<file path="src/sv/arqsw_pkg.sv">
// Shared types, sizes and codes for the ARQ sender window.
// No dependencies; the cell, top level and checker import this package.
package arqsw_pkg;

   localparam int WINDOW_SLOTS  = 8;
   localparam int BACKLOG_DEPTH = 16;
   localparam int SLOT_W  = (WINDOW_SLOTS > 1) ? $clog2(WINDOW_SLOTS) : 1;
   localparam int BL_AW   = (BACKLOG_DEPTH > 1) ? $clog2(BACKLOG_DEPTH) : 1;
   localparam int BL_CW   = $clog2(BACKLOG_DEPTH + 1);
   localparam int TIMER_W = 17;
   localparam int PKT_W   = 40;

   localparam logic [15:0] RETRY_RESET = 16'd200;
   localparam logic        KIND_SEND   = 1'b0;
   localparam logic        KIND_DROP   = 1'b1;

   typedef enum logic [1:0] {
      OP_ADD  = 2'd0,
      OP_ACK  = 2'd1,
      OP_TICK = 2'd2
   } op_type;

   typedef enum logic [1:0] {
      ST_IDLE,
      ST_SWEEP,
      ST_TAIL
   } state_type;

   typedef struct packed {
      logic [7:0]  tag;
      logic [15:0] number;
      logic [15:0] checksum;
   } pkt_type;

   // Broadcast to every cell for the whole sweep.
   typedef struct packed {
      logic [1:0]  op;
      pkt_type     pkt;
      logic        conf;
      logic        resend;
      logic [15:0] elapsed;
      logic [15:0] retry;
      logic        fill_avail;
      pkt_type     fill;
   } cmd_type;

   // What the visited cell reports; idle cells drive zero.
   typedef struct packed {
      logic    emit;
      logic    pop;
      pkt_type pkt;
   } cell_out_type;

   function automatic logic [2:0] slot_field(input logic [SLOT_W-1:0] idx);
      logic [SLOT_W+2:0] w;
      w = {3'b000, idx};
      return w[2:0];
   endfunction

endpackage

</file>
<file path="src/sv/arqsw_ram.sv">
// Generic single-write, single-read RAM with registered read data.
// No dependencies.
module arqsw_ram #(
   parameter int WIDTH = 8,
   parameter int DEPTH = 16,
   localparam int AW = (DEPTH > 1) ? $clog2(DEPTH) : 1
) (
   input  logic             clock,
   input  logic             wr_en,
   input  logic [AW-1:0]    wr_addr,
   input  logic [WIDTH-1:0] wr_data,
   input  logic [AW-1:0]    rd_addr,
   output logic [WIDTH-1:0] rd_data
);

   logic [WIDTH-1:0] mem [0:DEPTH-1];
   logic [WIDTH-1:0] rd_data_ff;

   always_ff @(posedge clock) begin
      if (wr_en) begin
         mem[wr_addr] <= wr_data;
      end
      rd_data_ff <= mem[rd_addr];
   end

   assign rd_data = rd_data_ff;

endmodule

</file>
<file path="src/sv/arqsw_cell.sv">
// One window slot: packet, retry timer and the visit token of the sweep.
// Depends on arqsw_pkg.
module arqsw_cell import arqsw_pkg::*; (
   input  logic         clock,
   input  logic         reset,
   input  logic         advance,
   input  logic         visit_in,
   input  logic         carry_in,
   input  cmd_type      cmd,
   output logic         visit_out,
   output logic         carry_out,
   output cell_out_type res
);

   logic               visit_ff, carry_ff, valid_ff;
   logic [TIMER_W-1:0] timer_ff;
   pkt_type            pkt_ff;

   logic               valid_in, carry_left, v_mid, match, emit, pop;
   logic [TIMER_W-1:0] timer_in, t_sat;
   logic [TIMER_W:0]   t_sum;
   pkt_type            pkt_in;

   always_comb begin
      valid_in   = valid_ff;
      timer_in   = timer_ff;
      pkt_in     = pkt_ff;
      carry_left = carry_ff;
      emit       = 1'b0;
      pop        = 1'b0;
      v_mid      = valid_ff;
      match      = valid_ff && (pkt_ff.number == cmd.pkt.number) &&
                   (pkt_ff.checksum == cmd.pkt.checksum);
      t_sum      = (TIMER_W+1)'(timer_ff) + (TIMER_W+1)'(cmd.elapsed);
      t_sat      = t_sum[TIMER_W] ? '1 : t_sum[TIMER_W-1:0];
      if (visit_ff) begin
         unique case (cmd.op)
            OP_ADD: begin
               if (carry_ff && !valid_ff) begin
                  valid_in   = 1'b1;
                  pkt_in     = cmd.pkt;
                  timer_in   = TIMER_W'(cmd.retry);
                  carry_left = 1'b0;
               end
            end
            OP_ACK: begin
               if (match) begin
                  if (cmd.conf) begin
                     v_mid = 1'b0;
                  end else if (cmd.resend) begin
                     emit = 1'b1;
                  end
               end
               valid_in = v_mid;
               // refill from the backlog head once the slot is empty
               if (cmd.fill_avail && !v_mid) begin
                  valid_in = 1'b1;
                  pkt_in   = cmd.fill;
                  timer_in = TIMER_W'(cmd.retry);
                  pop      = 1'b1;
               end
            end
            OP_TICK: begin
               if (valid_ff) begin
                  if (t_sat >= TIMER_W'(cmd.retry)) begin
                     timer_in = '0;
                     emit     = 1'b1;
                  end else begin
                     timer_in = t_sat;
                  end
               end
            end
            default: begin
            end
         endcase
      end
   end

   always_ff @(posedge clock) begin
      if (reset) begin
         visit_ff <= 1'b0;
         carry_ff <= 1'b0;
         valid_ff <= 1'b0;
         timer_ff <= '0;
      end else if (advance) begin
         visit_ff <= visit_in;
         carry_ff <= carry_in;
         valid_ff <= valid_in;
         timer_ff <= timer_in;
      end
   end

   always_ff @(posedge clock) begin
      if (advance) begin
         pkt_ff <= pkt_in;
      end
   end

   assign visit_out = visit_ff;
   assign carry_out = visit_ff ? carry_left : 1'b0;
   assign res.emit  = emit;
   assign res.pop   = pop;
   assign res.pkt   = visit_ff ? pkt_ff : '0;

endmodule

</file>
<file path="src/sv/arq_sender_window.sv">
// Top level of the ARQ sender window: sweep control, backlog FIFO, result register.
// Depends on arqsw_pkg, arqsw_cell and arqsw_ram.
//
// Selective-repeat sender window. Every transaction on the req_ channel (add,
// ack or tick) is handled by a token that walks the row of WINDOW_SLOTS slot
// cells, one cell per clock while the sweep is not halted. A transaction
// passes through accept, one visit per slot and a closing cycle, and is held
// longer while the rsp_ channel stalls: a second result halts the sweep while
// the output register is full, and the final result or a drop holds the
// closing cycle. The cell row sets these steps: each slot is visited once in
// order, which gives ack refills and tick sends their slot order. An add that
// finds no free slot is written to the backlog RAM in the closing cycle, or
// reported as a drop (kind 1, slot 0) when the backlog is full. Results of one
// transaction are held one behind so that the final one carries last = 1. A
// new transaction is taken while the last result still waits in the output
// register. retry_time is written on the csr_ channel, which is always ready;
// write it only while the block is idle. Reset is synchronous and needs no
// clearing pass.
module arq_sender_window import arqsw_pkg::*; (
   input  logic        clock,
   input  logic        reset,
   // request channel
   input  logic        req_valid,
   output logic        req_ready,
   input  logic [1:0]  req_op,
   input  logic [7:0]  req_packet_tag,
   input  logic [15:0] req_packet_number,
   input  logic [15:0] req_packet_checksum,
   input  logic        req_ack_confirmed,
   input  logic        req_ack_resend,
   input  logic [15:0] req_elapsed,
   // result channel
   output logic        rsp_valid,
   input  logic        rsp_ready,
   output logic        rsp_kind,
   output logic [2:0]  rsp_slot,
   output logic [7:0]  rsp_out_tag,
   output logic [15:0] rsp_out_number,
   output logic [15:0] rsp_out_checksum,
   output logic        rsp_last,
   // configuration
   input  logic        csr_valid,
   output logic        csr_ready,
   input  logic [15:0] csr_retry_time
);

   typedef struct packed {
      logic       kind;
      logic [2:0] slot;
      pkt_type    pkt;
      logic       last;
   } rsp_type;

   // transaction latched at accept, stable for the sweep
   logic [1:0]  op_ff;
   pkt_type     item_ff;
   logic        conf_ff, resend_ff;
   logic [15:0] elapsed_ff;
   logic [15:0] retry_ff;

   state_type   state_ff, state_in;
   logic [SLOT_W-1:0] idx_ff, idx_in;
   logic        lcarry_ff, lcarry_in;

   // one-behind result holder, so the final one can be tagged last
   logic        pend_v_ff, pend_v_in;
   logic [2:0]  pend_slot_ff, pend_slot_in;
   pkt_type     pend_pkt_ff, pend_pkt_in;

   // backlog FIFO pointers
   logic [BL_AW-1:0] head_ff, head_in, head_next, tail;
   logic [BL_CW-1:0] count_ff, count_in;
   logic [BL_CW:0]   tail_sum;

   logic        rsp_valid_ff;
   rsp_type     rsp_ff, out_data;
   logic        out_ld, out_free;

   logic        launch, advance, ram_we, drop, push;
   cmd_type     cmd;
   pkt_type     ram_rd;
   cell_out_type hit;
   cell_out_type cell_res [0:WINDOW_SLOTS-1];
   logic        visit_chain [0:WINDOW_SLOTS];
   logic        carry_chain [0:WINDOW_SLOTS];

   assign req_ready = (state_ff == ST_IDLE);
   assign csr_ready = 1'b1;
   assign launch    = req_valid && req_ready;
   assign out_free  = !rsp_valid_ff || rsp_ready;

   // ---- broadcast command ----
   always_comb begin
      cmd.op         = op_ff;
      cmd.pkt        = item_ff;
      cmd.conf       = conf_ff;
      cmd.resend     = resend_ff;
      cmd.elapsed    = elapsed_ff;
      cmd.retry      = retry_ff;
      cmd.fill_avail = (count_ff != '0);
      cmd.fill       = ram_rd;
   end

   // ---- cell row: token enters at slot 0 on accept ----
   assign visit_chain[0] = launch;
   assign carry_chain[0] = launch && (req_op == OP_ADD);

   for (genvar i = 0; i < WINDOW_SLOTS; i++) begin : g_cell
      arqsw_cell u_cell (
         .clock     (clock),
         .reset     (reset),
         .advance   (advance),
         .visit_in  (visit_chain[i]),
         .carry_in  (carry_chain[i]),
         .cmd       (cmd),
         .visit_out (visit_chain[i+1]),
         .carry_out (carry_chain[i+1]),
         .res       (cell_res[i])
      );
   end

   // only the visited cell drives nonzero
   always_comb begin
      hit = '0;
      for (int i = 0; i < WINDOW_SLOTS; i++) begin
         hit = cell_out_type'(hit | cell_res[i]);
      end
   end

   // sweep halts only when a second result meets a full output register
   assign advance = !((state_ff == ST_SWEEP) && hit.emit && pend_v_ff && !out_free);

   // ---- backlog addressing ----
   assign head_next = (head_ff == BL_AW'(BACKLOG_DEPTH - 1)) ? '0 : head_ff + BL_AW'(1);

   always_comb begin
      tail_sum = (BL_CW+1)'(head_ff) + (BL_CW+1)'(count_ff);
      if (tail_sum >= (BL_CW+1)'(BACKLOG_DEPTH)) begin
         tail_sum = tail_sum - (BL_CW+1)'(BACKLOG_DEPTH);
      end
      tail = tail_sum[BL_AW-1:0];
   end

   assign drop = (op_ff == OP_ADD) && lcarry_ff && (count_ff == BL_CW'(BACKLOG_DEPTH));
   assign push = (op_ff == OP_ADD) && lcarry_ff && (count_ff != BL_CW'(BACKLOG_DEPTH));

   // ---- control ----
   always_comb begin
      state_in     = state_ff;
      idx_in       = idx_ff;
      lcarry_in    = lcarry_ff;
      pend_v_in    = pend_v_ff;
      pend_slot_in = pend_slot_ff;
      pend_pkt_in  = pend_pkt_ff;
      head_in      = head_ff;
      count_in     = count_ff;
      out_ld       = 1'b0;
      out_data     = '0;
      ram_we       = 1'b0;
      unique case (state_ff)
         ST_IDLE: begin
            if (launch) begin
               state_in  = ST_SWEEP;
               idx_in    = '0;
               pend_v_in = 1'b0;
            end
         end
         ST_SWEEP: begin
            if (advance) begin
               if (hit.emit) begin
                  if (pend_v_ff) begin
                     out_ld   = 1'b1;
                     out_data = '{kind: KIND_SEND, slot: pend_slot_ff,
                                  pkt: pend_pkt_ff, last: 1'b0};
                  end
                  pend_v_in    = 1'b1;
                  pend_slot_in = slot_field(idx_ff);
                  pend_pkt_in  = hit.pkt;
               end
               if (hit.pop) begin
                  head_in  = head_next;
                  count_in = count_ff - BL_CW'(1);
               end
               if (idx_ff == SLOT_W'(WINDOW_SLOTS - 1)) begin
                  state_in  = ST_TAIL;
                  lcarry_in = carry_chain[WINDOW_SLOTS];
               end else begin
                  idx_in = idx_ff + SLOT_W'(1);
               end
            end
         end
         ST_TAIL: begin
            priority if (pend_v_ff) begin
               if (out_free) begin
                  out_ld    = 1'b1;
                  out_data  = '{kind: KIND_SEND, slot: pend_slot_ff,
                                pkt: pend_pkt_ff, last: 1'b1};
                  pend_v_in = 1'b0;
                  state_in  = ST_IDLE;
               end
            end else if (drop) begin
               if (out_free) begin
                  out_ld   = 1'b1;
                  out_data = '{kind: KIND_DROP, slot: 3'd0, pkt: item_ff, last: 1'b1};
                  state_in = ST_IDLE;
               end
            end else begin
               if (push) begin
                  ram_we   = 1'b1;
                  count_in = count_ff + BL_CW'(1);
               end
               state_in = ST_IDLE;
            end
         end
         default: begin
            state_in = ST_IDLE;
         end
      endcase
   end

   always_ff @(posedge clock) begin
      if (reset) begin
         state_ff     <= ST_IDLE;
         idx_ff       <= '0;
         lcarry_ff    <= 1'b0;
         pend_v_ff    <= 1'b0;
         head_ff      <= '0;
         count_ff     <= '0;
         rsp_valid_ff <= 1'b0;
         retry_ff     <= RETRY_RESET;
      end else begin
         state_ff  <= state_in;
         idx_ff    <= idx_in;
         lcarry_ff <= lcarry_in;
         pend_v_ff <= pend_v_in;
         head_ff   <= head_in;
         count_ff  <= count_in;
         if (out_ld) begin
            rsp_valid_ff <= 1'b1;
         end else if (rsp_ready) begin
            rsp_valid_ff <= 1'b0;
         end
         if (csr_valid) begin
            retry_ff <= csr_retry_time;
         end
      end
   end

   // payload registers
   always_ff @(posedge clock) begin
      pend_slot_ff <= pend_slot_in;
      pend_pkt_ff  <= pend_pkt_in;
      if (launch) begin
         op_ff      <= req_op;
         item_ff    <= '{tag: req_packet_tag, number: req_packet_number,
                         checksum: req_packet_checksum};
         conf_ff    <= req_ack_confirmed;
         resend_ff  <= req_ack_resend;
         elapsed_ff <= req_elapsed;
      end
      if (out_ld) begin
         rsp_ff <= out_data;
      end
   end

   // backlog RAM; read address follows the head so the head entry is ready
   arqsw_ram #(
      .WIDTH (PKT_W),
      .DEPTH (BACKLOG_DEPTH)
   ) u_backlog (
      .clock   (clock),
      .wr_en   (ram_we),
      .wr_addr (tail),
      .wr_data (item_ff),
      .rd_addr (head_in),
      .rd_data (ram_rd)
   );

   assign rsp_valid        = rsp_valid_ff;
   assign rsp_kind         = rsp_ff.kind;
   assign rsp_slot         = rsp_ff.slot;
   assign rsp_out_tag      = rsp_ff.pkt.tag;
   assign rsp_out_number   = rsp_ff.pkt.number;
   assign rsp_out_checksum = rsp_ff.pkt.checksum;
   assign rsp_last         = rsp_ff.last;

endmodule

</file>
<file path="config.mk">
export PLATFORM = sky130hd
export DESIGN_NAME = arq_sender_window
export DESIGN_NICKNAME = d
export VERILOG_FILES = /design/src/sv/arqsw_pkg.sv /design/src/sv/arqsw_ram.sv /design/src/sv/arqsw_cell.sv /design/src/sv/arq_sender_window.sv
export SDC_FILE = /design/constraint.sdc
export NUM_CORES = 2
export LEC_CHECK = 0
export BUFFER_PORTS_ARGS = -buffer_cell sky130_fd_sc_hd__buf_4
export CAP_MARGIN = 10
export CORE_ASPECT_RATIO = 1.1
export CORE_UTILIZATION = 30
export DETAILED_ROUTE_END_ITERATION = 10
export GPL_TIMING_DRIVEN = 0
export SYNTH_ARGS = -nofsm -noshare
export SYNTH_HDL_FRONTEND = slang
export SYNTH_HIERARCHICAL = 1
export SYNTH_SLANG_ARGS = --single-unit
</file>
<file path="constraint.sdc">
create_clock -name clock -period 10.2 [get_ports clock]
set_input_delay 2.04 -clock clock [delete_from_list [all_inputs] [get_ports clock]]
set_output_delay 2.04 -clock clock [all_outputs]
set_load 0.05 [all_outputs]
</file>
==> flow_summary_export.csv <==
group,metric,value,unit
status,status,"finished, final reports clean",
place,place_congestion,0.918,
yosys,yosysTopAreaCellShare,47.6,%
drt,routed_wl,221000,um
cts,max-clock-path-buffers,3,
cts,cts_resized,0,
drt,vias,47300,
yosys,yosys-top-cells-area,"edfxtp_1 (48%), dfxtp_1 (6.7%), ha_1 (5.4%)",
layout,finalNonFillerCells,8984,
layout,fill_cells,22500,
power,power,14.9,mW
cts,cts.sinks,1341,
grt,antenna_found_initial,1,
yosys,syn_avg_cell_area,12.9,um^2
place,pre_cts_slack,1.06,ns
worst_setup_path,critPathLaunchType,"flop",
worst_setup_path,slowest_delay,1.07,ns
yosys,ys_ff_latch,1341,
sta,fmax,0.108,GHz
layout,syn2layout_area_growth,16.8,%
yosys,synth-async-reset-ratio,0,%
yosys,synth_fp_nets,5800,
sta,hold_violations,0,
sta,tightestPinTransition,1.37,ns
sta,max-slew-margin-rel,7.79,%
sta,drv_slew,0,
layout,nets,6166,
layout,layout-drive-gt1-share,18.3,%
floorplanning,initial_utilization,30.2,%
grt,overflow,0,
cts,cts_setup_buffers,0,
floorplanning,core,231000,um^2
worst_setup_path,crit_slowest_cell,"edfxtp_1",
drt,dr.pass1.iters,5,
yosys,synth-seq-area-share,54.2,%
sta,layout_min_cycle_time,9.23,ns
place,io_buffers,125,
drt,post-route-drc-count,0,
floorplanning,die_w,462,um
yosys,syn_inst,5408,
worst_setup_path,end_kind,"flop",
yosys,synth_flop_cell,"edfxtp_1",
worst_setup_path,cp.arrival,9.74,ns
floorplanning,num_rows,185,
grt,grt_max_degree,39,
grt,grt_pass1_vias,46900,
yosys,synth_top_cell_by_area,"edfxtp_1",
power,p_per_area,183,nW/um^2
cts,clock-root-buffer,"clkbuf_16",
yosys,ys_types,104,
worst_setup_path,required,10.71,ns
cts,clk_latency,0.81,ns
drt,antenna_left,0,
drt,drt_iter0_drc,4276,
yosys,synth_area,70000,um^2
layout,mostFrequentLayoutCells,"edfxtp_1 (1108), and2_1 (334), mux2_2 (321)",
drt,wl_per_cell,24.6,um
drt,avgViaCountPerCell,5.26,
floorplanning,die_y,508,um
yosys,ys_warn_count,6,
worst_setup_path,critical_path_class,"reg -> reg",
cts,cts_buffers,149,
job,cap_violations,0,
grt,grt_usage,18.3,%
yosys,synth_edf_count,1108,
cts,htreeDepth,4,
sta,setup_ws,0.967,ns
sta,holdWs,0.467,ns
sta,fin_crit_sh,90.5,%
power,leakage,29.2,nW
cts,cts_tree,"yes",
sta,skew,0.0340,ns
grt,grt_pass1_wl,318000,um
place,dp_cells,8695,
cts,clk_pin_slew,0.06,ns
worst_setup_path,path_cells,"ha_1, buf_2, a211o_1, a2111oi_2, o31a_2, buf_1, nand2_1, ha_1, a21oi_1, o21ai_0, nor3_1, a21oi_1, nor2_1, a31oi_1, o211a_1, buf_4, nor4_2, a211oi_2, inv_1, nand3_1, nor2_1, a21boi_4, buf_12",
cts,hold_buffers,0,
sta,rsz0062_at_grt,"no",
floorplanning,num_io_pins,129,
worst_hold_path,hold_class,"reg -> reg",
sta,finalSetupViolCount,0,
floorplanning,dieArea,235000,um^2
power,ir_drop,0.157,mV
place,place_hpwl,160000,um
worst_setup_path,crit_fanout,26,
layout,final_common_cell,"edfxtp_1",
area by class of cell:
class	instances	area [um^2]	share of cell area, %
Sequential cell	1341	37900	46.4
Clock inverter	74	756	0.925
Antenna cell	3	7.51	0.00919
Tap cell	3085	3860	4.72
Multi-Input combinational cell	3626	30100	36.9
Timing Repair Buffer	215	2830	3.46
Inverter	199	747	0.914
Clock buffer	199	4120	5.04
Buffer	242	1320	1.61
routing by layer:
layer / track usage [%] / share of wire, % / routed length (um) / up-vias
met5: 0 / 0 / 0 / -
met4: 9.81 / 5.4 / 11900 / 0
met3: 2.33 / 5.0 / 11000 / 407
met2: 31.7 / 50 / 110000 / 1578
met1: 22.0 / 40 / 88300 / 23900
li1: - / - / - / 21400
Yosys cell counts, drive strengths merged, types with 12 or more instances:
master  count
o311a      26
nand3      79
mux2      322
and3       22
nand2b     40
a311oi     16
nand3b     17
xor2      216
and2      335
a221oi     36
nand4      53
edfxtp   1108
a22oi      80
a21oi     170
o21a       32
nand2     309
xnor2     170
nor2      273
mux2i      38
a211oi    130
ha        301
buf        93
o21bai     12
inv       194
o21ai     115
nor4      125
mux4      160
dfxtp     233
a32oi      12
a31oi      27
clkbuf    149
nor3      167
nor2b      28
a21o       87
o211ai     20
a22o       41
report_power, final:
group | internal (mW) | total (mW) | switching [mW] | leakage, nW
logic | 1.22 | 2.94 | 1.73 | 14.8
registers | 6.25 | 6.62 | 0.371 | 12.0
clock network | 3.07 | 5.38 | 2.31 | 2.38
worst paths after layout:
check	startpoint	endpoint	slack, ns	cells after the start
max	elapsed_ff[12]$_DFFE_PP_	g_cell[2].u_cell/pkt_ff[13]$_DFFE_PP_	0.97	23
min	idx_ff[1]$_SDFFE_PP0P_	pend_slot_ff[1]$_DFFE_PP_	0.47	0
max reg2reg	elapsed_ff[12]$_DFFE_PP_	g_cell[2].u_cell/pkt_ff[13]$_DFFE_PP_	0.97	23
min reg2reg	idx_ff[1]$_SDFFE_PP0P_	pend_slot_ff[1]$_DFFE_PP_	0.47	0
cells by family (layout without fill, tap and decap cells):
logic type / after synthesis / count (layout) / synth area share (%)
AOI/OAI and AO/OA: 906 / 906 / 9.69
xor gates and xnor gates: 386 / 386 / 4.83
adders and majority gates: 311 / 311 / 5.67
buffers and inverters: 441 / 929 / 2.95
DFF: 1341 / 1341 / 54.2
muxes: 520 / 520 / 11.2
other: 1 / 4 / 0.00536
and+or+nand+nor: 1502 / 1502 / 11.4
worst max-delay path, delay by kind of cell, from the launching register on:
kind | cells | cell delay, ns
flops | 1 | 1.07
fa+ha+maj | 2 | 0.69
compound gates | 10 | 3.39
buf+inv | 5 | 2.01
simple gates | 6 | 1.71
state kept, by name (all words and copies together) (netlist names), 16 cells and up:
name	cells
u_backlog/mem	640
pend_pkt_ff	40
elapsed_ff	16
g_cell.u_cell/pkt_ff	320
g_cell.u_cell/timer_ff	136
rsp_out_number	16
cmd	40
rsp_out_checksum	16
retry_ff	16
u_backlog/rd_data	40
stage by stage:
step	cell area, um^2	util [%]	TNS [ns]
2_1_floorplan	70000	-	0
3_3_place_gp	74800	32.3	-836.09
3_5_place_dp	76500	33.0	0
4_1_cts	81400	35.1	0
5_1_grt	81700	35.3	0
6_report	81700	35.3	0
No activity file was read; power rests on OpenSTA's default activity.
